--- config.mk ---
export PLATFORM = sky130hd
export DESIGN_NAME = pcc_ctrl
export DESIGN_NICKNAME = d
export VERILOG_FILES = /design/src/hdl/pcc_pkg.sv /design/src/hdl/pcc_ctrl.sv
export VERILOG_INCLUDE_DIRS = /design/src /design/src/hdl
export SDC_FILE = /design/constraint.sdc
export NUM_CORES = 1
export LEC_CHECK = 0
export BUFFER_PORTS_ARGS = -buffer_cell sky130_fd_sc_hd__buf_4
export CAP_MARGIN = 20
export CORE_MARGIN = 2
export CORE_UTILIZATION = 43
export CTS_CLUSTER_SIZE = 30
export DETAILED_ROUTE_END_ITERATION = 6
export PLACE_DENSITY = 0.68
export SETUP_SLACK_MARGIN = 0.15
export SLEW_MARGIN = 0
export SYNTH_ARGS = -nofsm -noshare
export SYNTH_HDL_FRONTEND = slang
export SYNTH_SLANG_ARGS = --single-unit
--- constraint.sdc ---
create_clock -name clk_i -period 7.95 [get_ports clk_i]
set_input_delay 0.3975 -clock clk_i [delete_from_list [all_inputs] [get_ports clk_i]]
set_output_delay 0.3975 -clock clk_i [all_outputs]
set_load 0.005 [all_outputs]
--- src/hdl/permutation_cycle_counter_top_defines.svh ---
// assertion macros used by the permutation cycle counter controller
`ifndef PERMUTATION_CYCLE_COUNTER_TOP_DEFINES_SVH
`define PERMUTATION_CYCLE_COUNTER_TOP_DEFINES_SVH

// same-cycle implication, held off while in reset
`define PCC_ASSERT_IMP(label, clk, rst_n, ante, cons, msg) \
  label: assert property (@(posedge clk) disable iff (!rst_n) (ante) |-> (cons)) \
    else $error(msg);

// next-cycle implication, held off while in reset
`define PCC_ASSERT_NXT(label, clk, rst_n, ante, cons, msg) \
  label: assert property (@(posedge clk) disable iff (!rst_n) (ante) |=> (cons)) \
    else $error(msg);

`endif

--- src/hdl/pcc_pkg.sv ---
package pcc_pkg;

  localparam int SuccW             = 11;
  localparam int CountW            = 11;
  localparam int MaxEntriesDefault = 1024;

  typedef enum logic [1:0] {
    StLoad,
    StCheck,
    StScan,
    StVisit
  } state_e;

  typedef struct packed {
    logic [CountW-1:0] cycle_count;
    logic              bad_entry;
  } result_t;

endpackage

--- src/hdl/pcc_ctrl.sv ---
`include "permutation_cycle_counter_top_defines.svh"

module pcc_ctrl #(
  parameter int MaxEntries = pcc_pkg::MaxEntriesDefault
) (
  input  logic                          clk_i,
  input  logic                          rst_ni,
  input  logic                          in_valid_i,
  output logic                          in_ready_o,
  input  logic [pcc_pkg::SuccW-1:0]     successor_i,
  input  logic                          last_i,
  output logic                          out_valid_o,
  input  logic                          out_ready_i,
  output pcc_pkg::result_t              result_o,
  output logic                          succ_we_o,
  output logic                          vis_we_o,
  output logic                          vis_wdata_o,
  output logic [$clog2(MaxEntries)-1:0] waddr_o,
  output logic [$clog2(MaxEntries)-1:0] succ_wdata_o,
  output logic [$clog2(MaxEntries)-1:0] raddr_o,
  input  logic [$clog2(MaxEntries)-1:0] succ_rdata_i,
  input  logic                          vis_rdata_i
);

  localparam int AddrW = $clog2(MaxEntries);
  localparam int LenW  = $clog2(MaxEntries + 1);
  localparam int SuccW = pcc_pkg::SuccW;
  localparam int CntW  = pcc_pkg::CountW;

  pcc_pkg::state_e  state_q, state_d;
  logic [LenW-1:0]  len_q, len_d;
  logic [LenW-1:0]  start_q, start_d;
  logic [LenW-1:0]  count_q, count_d;
  logic [SuccW-1:0] max_q, max_d;
  logic             err_q, err_d;
  logic [AddrW-1:0] pos_q, pos_d;
  logic             out_valid_q, out_valid_d;
  pcc_pkg::result_t result_q, result_d;

  logic accept, full, succ_ok, bad, scan_done, out_free, step_on;

  assign accept    = in_valid_i && in_ready_o;
  assign full      = (len_q == LenW'(MaxEntries));
  assign succ_ok   = (successor_i != '0) && (32'(successor_i) <= 32'(MaxEntries));
  // an entry pointing past the final length fails the whole set
  assign bad       = err_q || (32'(max_q) > 32'(len_q));
  assign scan_done = (start_q == len_q);
  assign out_free  = !out_valid_q || out_ready_i;
  // self-loop is caught here, the ram would still return the old mark
  assign step_on   = !vis_rdata_i && (32'(succ_rdata_i) < 32'(len_q))
                     && (succ_rdata_i != pos_q);

  // next state
  always_comb begin
    state_d = state_q;
    case (state_q)
      pcc_pkg::StLoad: begin
        if (accept && last_i) begin
          state_d = pcc_pkg::StCheck;
        end
      end
      pcc_pkg::StCheck: begin
        if (!bad) begin
          state_d = pcc_pkg::StScan;
        end else if (out_free) begin
          state_d = pcc_pkg::StLoad;
        end
      end
      pcc_pkg::StScan: begin
        if (!scan_done) begin
          state_d = pcc_pkg::StVisit;
        end else if (out_free) begin
          state_d = pcc_pkg::StLoad;
        end
      end
      pcc_pkg::StVisit: begin
        if (!step_on) begin
          state_d = pcc_pkg::StScan;
        end
      end
      default: state_d = pcc_pkg::StLoad;
    endcase
  end

  // memory controls and handshake
  always_comb begin
    in_ready_o   = 1'b0;
    succ_we_o    = 1'b0;
    vis_we_o     = 1'b0;
    vis_wdata_o  = 1'b0;
    waddr_o      = len_q[AddrW-1:0];
    succ_wdata_o = AddrW'(successor_i - SuccW'(1));
    raddr_o      = start_q[AddrW-1:0];
    case (state_q)
      pcc_pkg::StLoad: begin
        in_ready_o = 1'b1;
        // loading an entry also clears its visited mark
        if (accept && !full) begin
          succ_we_o = 1'b1;
          vis_we_o  = 1'b1;
          if (!succ_ok) begin
            succ_wdata_o = '0;
          end
        end
      end
      pcc_pkg::StVisit: begin
        waddr_o     = pos_q;
        vis_wdata_o = 1'b1;
        vis_we_o    = !vis_rdata_i;
        raddr_o     = succ_rdata_i;
      end
      default: begin
      end
    endcase
  end

  // datapath
  always_comb begin
    len_d       = len_q;
    start_d     = start_q;
    count_d     = count_q;
    max_d       = max_q;
    err_d       = err_q;
    pos_d       = pos_q;
    out_valid_d = out_valid_q;
    result_d    = result_q;
    if (out_valid_q && out_ready_i) begin
      out_valid_d = 1'b0;
    end
    case (state_q)
      pcc_pkg::StLoad: begin
        if (accept) begin
          if (full) begin
            err_d = 1'b1;
          end else begin
            len_d = len_q + LenW'(1);
            if (!succ_ok) begin
              err_d = 1'b1;
            end else if (successor_i > max_q) begin
              max_d = successor_i;
            end
          end
        end
      end
      pcc_pkg::StCheck: begin
        start_d = '0;
        count_d = '0;
        if (bad && out_free) begin
          out_valid_d          = 1'b1;
          result_d.cycle_count = '0;
          result_d.bad_entry   = 1'b1;
          len_d                = '0;
          err_d                = 1'b0;
          max_d                = '0;
        end
      end
      pcc_pkg::StScan: begin
        pos_d = start_q[AddrW-1:0];
        if (scan_done && out_free) begin
          out_valid_d          = 1'b1;
          result_d.cycle_count = CntW'(count_q);
          result_d.bad_entry   = 1'b0;
          len_d                = '0;
          err_d                = 1'b0;
          max_d                = '0;
        end
      end
      pcc_pkg::StVisit: begin
        // an unvisited entry at the scan position opens a new cycle
        if (!vis_rdata_i && (pos_q == start_q[AddrW-1:0])) begin
          count_d = count_q + LenW'(1);
        end
        if (step_on) begin
          pos_d = succ_rdata_i;
        end else begin
          start_d = start_q + LenW'(1);
        end
      end
      default: begin
      end
    endcase
  end

  always_ff @(posedge clk_i or negedge rst_ni) begin
    if (!rst_ni) begin
      state_q     <= pcc_pkg::StLoad;
      len_q       <= '0;
      start_q     <= '0;
      count_q     <= '0;
      max_q       <= '0;
      err_q       <= 1'b0;
      out_valid_q <= 1'b0;
    end else begin
      state_q     <= state_d;
      len_q       <= len_d;
      start_q     <= start_d;
      count_q     <= count_d;
      max_q       <= max_d;
      err_q       <= err_d;
      out_valid_q <= out_valid_d;
    end
  end

  always_ff @(posedge clk_i) begin
    pos_q    <= pos_d;
    result_q <= result_d;
  end

  assign out_valid_o = out_valid_q;
  assign result_o    = result_q;

  `PCC_ASSERT_NXT(a_last_starts_check, clk_i, rst_ni, accept && last_i,
                  state_q == pcc_pkg::StCheck, "last item did not start the check")
  `PCC_ASSERT_IMP(a_walk_in_range, clk_i, rst_ni, state_q == pcc_pkg::StVisit,
                  32'(pos_q) < 32'(len_q), "walk left the loaded range")
  `PCC_ASSERT_IMP(a_count_bounded, clk_i, rst_ni, state_q != pcc_pkg::StLoad,
                  (count_q <= start_q) ||
                  (state_q == pcc_pkg::StVisit && count_q == start_q + LenW'(1)),
                  "cycle count ran ahead of the scan")
  `PCC_ASSERT_IMP(a_scan_bounded, clk_i, rst_ni, state_q == pcc_pkg::StVisit,
                  start_q < len_q, "scan position passed the length")

endmodule

# Word-level counts from Yosys, hierarchy flattened

Index checks and enable logic that the tools add are counted.

Flip-flop bits (word level): 70
Bits of input ports: 27
Word-level logic and storage cells: 110

Add/sub/neg operators: 4
Order comparisons: 4
Eq/ne operators: 18
Muxes and demuxes: 45
Reductions and logical operators: 29

Operator list:

| operator                | number |
|---|---|
| $mux W11                | 10 |
| $pmux W11 S3            | 2 |
| $mux W10                | 6 |
| $pmux W11 S2            | 2 |
| $add A11 B1 Y11 const B | 3 |
| $mux W12                | 2 |
| $pmux W12 S2            | 1 |
| $gt A11 B11 Y1          | 2 |
| $ne A2 B2 Y1 const B    | 10 |
| $pmux W10 S2            | 1 |
| $mux W1                 | 12 |
| $eq A11 B11 Y1          | 1 |
| $eq A11 B11 Y1 const B  | 1 |
| $le A11 B11 Y1 const B  | 1 |
| $lt A10 B11 Y1          | 1 |
| $reduce_bool A11 Y1     | 1 |
| $eq A10 B10 Y1          | 1 |
| $logic_and A1 B1 Y1     | 10 |
| $mux W2                 | 5 |
| $ne A10 B10 Y1          | 1 |
| $reduce_and A5 Y1       | 2 |
| $sub A10 B1 Y10 const B | 1 |
| $pmux W2 S4             | 1 |
| $reduce_and A2 Y1       | 4 |
| other kinds (12)        | 19 |

# Logic depth before layout (Yosys ltp)

Gate-level depths: netlist of the first run.

Depth after elaboration: 6
Mapped depth: 11
Gate-level depth less buffers: 9

# Worst setup path after synthesis of the first run

Ideal clock, no wire load.

Path type: register -> register
Start point: reg len_q[5]
End point: reg result_q (netlist bit result_o[0]) (enable)
Arrival time: 2,219 ps
Path slack: 5,351 ps
Cell stages (with the launch flop): 10
Period minus slack after synthesis: 2,599 ps
Path through: dfrtp_1 > clkbuf_1 > inv_1 > ha_1 > nand4_1 > a211oi_1 > a211oi_1 > o31ai_1 > nand2_1 > nor2_1

Word-level cells in the longest chain between the ends: 5
Elaborated cells on any way between the ends: 8

RTL lines:

| what                                   | line            | RTL |
|---|---|---|
| start, declared                        | pcc_ctrl.sv:31  | `logic [LenW-1:0] len_q, len_d;` |
| start signal, assigned                 | pcc_ctrl.sv:195 | `len_q <= len_d;` |
| $gt A11 B11 Y1                         | pcc_ctrl.sv:46  | `assign bad = err_q \|\| (32'(max_q) > 32'(len_q));` |
| $logic_or A1 B1 Y1                     | pcc_ctrl.sv:46  |  |
| $logic_and A1 B1 Y1                    | pcc_ctrl.sv:148 | `if (bad && out_free) begin` |
| $ne A2 B2 Y1 (no source line)          | n/a             |  |
| $reduce_and A3 Y1 (no source line) (*) | n/a             |  |
| end signal, assigned                   | pcc_ctrl.sv:206 | `result_q <= result_d;` |
| end, declared                          | pcc_ctrl.sv:38  | `pcc_pkg::result_t result_q, result_d;` |

Every way passes the cells marked *; elsewhere a longest branch is shown, timed or not.
A chain may end at the register's enable or synchronous reset.

# Worst setup path after layout of the first run

Start point: reg len_q[4]
End point: reg len_q[7]

Word-level cells in the longest chain between the ends: 5
Elaborated cells on any way between the ends: 14

RTL lines:

| what                               | line |
|---|---|
| $gt A11 B11 Y1                     | pcc_ctrl.sv:46 |
| $logic_or A1 B1 Y1                 | pcc_ctrl.sv:46 |
| $logic_and A1 B1 Y1                | pcc_ctrl.sv:148 |
| $ne A2 B2 Y1 (no source line)      | n/a |
| $reduce_and A5 Y1 (no source line) | n/a |

Several ways; a longest one is shown, not always the timed one. The select of a mux whose other input is x is not followed.

==> results of run 1 <==
[power groups by stage]
stage | sequential [W] | clock [W] | combinational, W
after floorplan | 0.000527 | 0 | 0.000519
after global placement | 0.000552 | 0 | 0.000735
after detailed placement | 0.000556 | 0 | 0.000757
after CTS | 0.000549 | 0.000382 | 0.000762
after global routing | 0.000558 | 0.000397 | 0.000873
final | 0.000547 | 0.000379 | 0.000778
[worst max-delay path, delay by kind of cell, from the launching register on]
family	cells	cell delay [ns]
flip-flops	1	0.50
adder cells (fa/ha/maj)	1	0.33
AO/OA/AOI/OAI	4	0.79
AND/OR/NAND/NOR	3	1.36
buffers and inverters	1	0.15
[cell type report]
class	instances	area, µm²
repair buffers	77	578
well taps	140	175
flip-flops and latches	70	1860
clock buffers	9	225
fillers	1025	5180
multi-input cells	396	2750
inverters	31	116
clock inverters	7	48.8
[registers in the layout, indices dropped and copies added (netlist names)]
signal / count
start_q: 11
out_valid_o: 1
len_q: 11
state_q: 2
result_o: 12
max_q: 11
pos_q: 10
count_q: 11
err_q: 1
[through the flow]
step,power [W],cells,worst slack (ns),util [%]
final,0.00170,730,4.75,52.7
after global routing,0.00183,730,4.50,52.7
after CTS,0.00169,727,4.87,52.5
after detailed placement,0.00131,711,4.87,50.0
after global placement,0.00129,711,5.03,50.0
after floorplan,0.00105,522,5.35,-
[metal layers]
layer / track usage (%) / vias to the layer above / wire (µm)
met4: 5.98 / 0 / 195
met3: 3.70 / 23 / 661
met2: 36.5 / 130 / 6230
met5: 0 / - / 0
met1: 29.6 / 1978 / 5640
li1: - / 1985 / -
[layout by cell type, fill, tap and decap left out, types with 22 or more instances in the layout]
master | synthesis | final
xor2_1 | 25 | 25
dfrtp_1 | 48 | 48
nor2_1 | 38 | 38
o21ai_0 | 39 | 39
nand2_1 | 50 | 50
inv_1 | 31 | 31
buf_4 | 0 | 77
edfxtp_1 | 22 | 22
xnor2_1 | 24 | 24
ha_1 | 41 | 41
[kinds of logic (layout without fill, tap and decap cells)]
logic type      after synthesis  after routing  share of synthesized area [%]
compound gates              102            102                           13.3
xor+xnor                     49             49                           8.85
fa+ha+maj                    41             41                           10.6
buf+inv                      56            124                           4.82
flops                        70             70                           38.4
mux                          22             22                           4.80
simple gates                182            182                           19.3
[final timing paths]
check,from,to,slack (ns),cells past startpoint
setup / recovery,len_q[4]$_DFFE_PN0P_,len_q[7]$_DFFE_PN0P_,4.75,9
hold / removal,rst_ni,max_q[0]$_DFFE_PN0P_,0.09,1
setup reg to reg,len_q[4]$_DFFE_PN0P_,len_q[7]$_DFFE_PN0P_,4.75,9
hold reg to reg,count_q[10]$_DFFE_PN0P_,count_q[10]$_DFFE_PN0P_,0.54,2
max in group asynchronous,rst_ni,max_q[5]$_DFFE_PN0P_,7.43,1
min in group clk_i,successor_i[10],max_q[10]$_DFFE_PN0P_,0.35,3
==> impl_metrics.tcl, run 1 <==
set metrics [dict create \
    yosysMostFrequentCell "nand2_1" \
    finalInstanceArea_mm2 0.00576 \
    ys.flop_type "dfrtp_1" \
    antenna_cells 0 \
    gp_congestion 0.985 \
    ctsResizeCount 0 \
    firstDrtPassIters 5 \
    drt-total-wl_um 12700 \
    finalCritPeriodShare_pct 40.3 \
    cts_hold_buf 0 \
    max_slew_margin_pct 44.7 \
    initial_core_util_pct 44.3 \
    drtIter0Drc 210 \
    ys_warn_count 0 \
    clkTransAtPathRegs_ns 0.06 \
    post-cts-setup-buffer-count 0 \
    row_count 38 \
    root_buffer "clkbuf_16" \
    setup_violations 0 \
    final_hold_viol_count 0 \
    fmax_mhz 312 \
    numClockSinks 70 \
    dr_total_vias 4116 \
    core-area_mm2 0.0109 \
    power_frac_comb_pct 45.7 \
    drive_above_1_share_pct 19.0 \
    synth_seq_area_share_pct 38.4 \
    path_class "reg2reg" \
    rsz0062_at_grt "false" \
    hold_class "in2async" \
    yosysTopAreaCellShare_pct 24.8 \
    antenna_found_initial 0 \
    die-height_um 110 \
    wl_per_cell_um 17.4 \
    p_sw_w 0.000692 \
    htree_levels 3 \
    ys_seq_elements 70 \
    skew_ns 0.0114 \
    tritoncts "yes" \
    holdWs_ns 0.0903 \
    clockBufferDepth 2 \
    worstSetupStartpointType "register" \
    worstPathMaxFanout 20 \
    synth_top_cell_by_area "dfrtp_1" \
    synth_top_cells_by_count "nand2_1 (50), dfrtp_1 (48), ha_1 (41), o21ai_0 (39), nor2_1 (38)" \
    fin_nets 653 \
    grt_max_degree 49 \
    tightest_slew_ns 0.825 \
    slew_viol_final 0 \
    cts_made_buffers 9 \
    async_flop_share_pct 68.6 \
    grt.overflow.total 0 \
    detail-route-antenna-nets 0 \
    endpoint_kind "register" \
    p_clk_share_pct 22.2 \
    drv_cap 0 \
    peakVddDrop_uv 184 \
    hpwl_um 9560 \
    synth_nets 590 \
    grt_pass1_wl_um 20700 \
    die_w_um 110 \
    dieArea_mm2 0.0121 \
    syn_avg_cell_area_um2 9.29 \
    intPower_w 0.00101 \
    grt_pass1_vias 4053 \
    syn_inst 522 \
    grt_usage_pct 22.0 \
    critPathSlowestCell "nand4b_1" \
    slowest_delay_ns 0.70 \
    critPathMostFrequentCell "a211oi_1" \
    status "finished clean" \
    period_minus_slack_ns 3.20 \
    worstPathArrival_ns 3.48 \
    route.detailed.drc 0 \
    place_area_mm2 0.00546 \
    pwr-share-seq_pct 32.1 \
    io_pins 74 \
    power_per_cell_area_mw_per_mm2 296 \
    layout-area-overhead-vs-synth_pct 18.8 \
    switching_share_pct 40.6 \
    insertion_delay_ns 0.34 \
    cp_cell_sequence "inv_1 > ha_1 > nand4_1 > a211oi_1 > a211oi_1 > o31ai_1 > nand4b_1 > nor3b_2 > a31o_2" \
    synth_cell_types 55 \
    finalSetupTns_ns 0 \
    synth_area_mm2 0.00485 \
    cp_data_required_time_ns 8.22 \
    portBuffers 73 \
    synth_edf_count 22 \
    synthTopCellsByArea "dfrtp_1 (25%), edfxtp_1 (14%), ha_1 (11%)" \
    p_leak_nw 2.64 \
    vias_per_cell 5.64 \
]
Note: power is estimated with default switching activity, not from simulation.
==> run 2: changes to the inputs <==
==> constraint.sdc (replaced) <==
create_clock -name clk_i -period 3.15 [get_ports clk_i]
set_input_delay 0.1575 -clock clk_i [delete_from_list [all_inputs] [get_ports clk_i]]
set_output_delay 0.1575 -clock clk_i [all_outputs]
set_load 0.005 [all_outputs]
==> run 2 against run 1 <==
Net effect:
- non-clock buffer count grew 4
- sequential power grew to 2.5 times the previous value
- maximum frequency grew 17%
- die area is the same
- wire length is the same
- register-to-register slack lost 4.3 ns
- utilization grew 0.89 points
- clock power grew to 3.1 times the previous value
- critical path type unchanged
- global-route usage grew 0.19 points
- combinational power grew to 2.5 times the previous value
- cell count grew 0.55%
==> impl_metrics.tcl, run 2 (synthesized netlist as in run 1, its figures left out) <==
set metrics [dict create \
    p_leak_nw 2.69 \
    initial_core_util_pct 44.3 \
    portBuffers 73 \
    tritoncts "yes" \
    rsz0062_at_grt "false" \
    fillers 1006 \
    holdWs_ns 0.100 \
    layout-area-overhead-vs-synth_pct 20.8 \
    finalCritPeriodShare_pct 86.9 \
    root_buffer "clkbuf_16" \
    firstDrtPassIters 7 \
    worstPathArrival_ns 2.93 \
    row_count 38 \
    endpoint_kind "register" \
    dieArea_mm2 0.0121 \
    critPathTopFamily "compound AO/OA/AOI/OAI gates" \
    antenna_cells 0 \
    max_slew_margin_pct 48.9 \
    drive_above_1_share_pct 19.2 \
    cp_data_required_time_ns 3.34 \
    die-height_um 110 \
    setup_violations 0 \
    die_w_um 110 \
    drv_cap 0 \
    vias_per_cell 5.64 \
    cp_cell_sequence "inv_1 > ha_1 > nand4_1 > a211oi_1 > a211oi_1 > o31ai_1 > nand2_1 > a211o_1 > mux2i_1" \
    antenna_found_initial 0 \
    grt_pass1_vias 4023 \
    dr_total_vias 4141 \
    slew_viol_final 0 \
    core-area_mm2 0.0109 \
    r2r_start "len_q[4]$_DFFE_PN0P_" \
    ctsResizeCount 0 \
    detail-route-antenna-nets 0 \
    clkTransAtPathRegs_ns 0.06 \
    gp_congestion 1.01 \
    htree_levels 3 \
    route.detailed.drc 0 \
    grt_pass1_wl_um 20300 \
    io_pins 74 \
    final_hold_viol_count 0 \
    status "finished clean" \
    insertion_delay_ns 0.34 \
    grt.overflow.total 0 \
    worstSetupStartpointType "register" \
    wl_per_cell_um 17.3 \
    fmax_mhz 365 \
    cp-startpoint "len_q[4]$_DFFE_PN0P_" \
    cts_made_buffers 9 \
    final_common_cell "buf_4" \
    tightest_slew_ns 0.760 \
    period_minus_slack_ns 2.74 \
    critPathSlowestCell "a211o_1" \
    mostFrequentLayoutCells "buf_4 (80), nand2_1 (50), dfrtp_1 (48)" \
    critPathBufInv 1 \
    cp-endpoint "max_q[8]$_DFFE_PN0P_" \
    reg2reg_slack_ns 0.41 \
    cp.depth 9 \
    grt_usage_pct 22.2 \
    numClockSinks 70 \
    path_class "reg2reg" \
    min_from "successor_i[10]" \
    reg2reg_to "max_q[8]$_DFFE_PN0P_" \
    grt_max_degree 49 \
    skew_ns 0.00918 \
    r2r.worst_path.cells 9 \
    power_per_cell_area_mw_per_mm2 774 \
    drt-total-wl_um 12700 \
    peakVddDrop_uv 408 \
    slowest_delay_ns 0.53 \
    finalSetupTns_ns 0 \
    critPathMostFrequentCell "a211oi_1" \
    hpwl_um 9710 \
    largest_register_ffs 12 \
    hold_class "in2reg" \
    drtIter0Drc 314 \
    worstPathMaxFanout 11 \
    fin_nets 657 \
    clockBufferDepth 2 \
]
==> run 2: cell count changes in the layout (fill, tap and decap cells not counted), sizes merged <==
cell         previous run  this run
buf                    77        80
bufinv                  0         3
clkinv                  3         0
clkbuf                  9        11
clkinvlp                3         1
dlygate4sd3             0         1
==> run 2: cell type report <==
type	instances	area [µm²]	share of cell area [%]
repair buffers	81	611	10.4
clock inverters	5	106	1.82
inverters	31	116	1.99
multi-input cells	396	2750	47.0
well taps	140	175	2.99
flip-flops and latches	70	1860	31.8
clock buffers	11	233	3.97
==> run 2: worst min path at each step <==
| stage | end | slack (ns) | cells after the start |
|---|---|---|---|
| 5_1_grt | max_q[3]$_DFFE_PN0P_ | 0.11 | 3 |
| 4_1_cts | max_q[10]$_DFFE_PN0P_ | 0.09 | 3 |
| 3_5_place_dp | max_q[0]$_DFFE_PN0P_ | 0.22 | 1 |
| 2_1_floorplan | count_q[0]$_DFFE_PN0P_ | -0.14 | 0 |
| 6_report | max_q[10]$_DFFE_PN0P_ | 0.1 | 3 |
| 3_3_place_gp | len_q[0]$_DFFE_PN0P_ | 0.22 | 1 |
==> run 2: report_power, final <==
part / total, W / internal (W) / switching, W / leakage (nW)
Combinational: 0.00198 / 0.000843 / 0.00113 / 1.67
Sequential: 0.00138 / 0.00120 / 0.000182 / 0.859
Clock: 0.00117 / 0.000777 / 0.000397 / 0.160
Total: 0.00453 / 0.00282 / 0.00171 / 2.69
==> run 2: timing repair <==
action | CTS | global route
hold buffers | 1 | 0
buffers inserted | 0 | 0
hold endpoints to repair | 48 | 0
endpoints found under the setup margin | 0 | 0
==> run 2: worst reg2reg max path: stages, from the launching register on <==
cell and delay, ns:
dfrtp_1 0.49, inv_1 0.15, ha_1 0.33, nand4_1 0.15, a211oi_1 0.20, a211oi_1 0.09, o31ai_1 0.31, nand2_1 0.15
a211o_1 0.53, mux2i_1 0.21
==> run 2: stage by stage <==
step	setup slack (ns)	utilization (%)	area (µm²)	cells	power, W
floorplan	0.551	-	4850	522	0.00264
global placement	0.549	50.4	5510	717	0.00331
detailed placement	0.470	50.4	5510	717	0.00336
CTS	0.418	53.6	5860	734	0.00454
global route	0.179	53.6	5860	734	0.00484
finish	0.412	53.6	5860	734	0.00453
==> run 2: routing by layer <==
| layer | GRT usage, % | wire length [µm] |
|---|---|---|
| met2 | 35.9 | 6040 |
| met3 | 5.17 | 771 |
| met1 | 29.4 | 5620 |
| met4 | 7.05 | 298 |
| met5 | 0 | 0 |
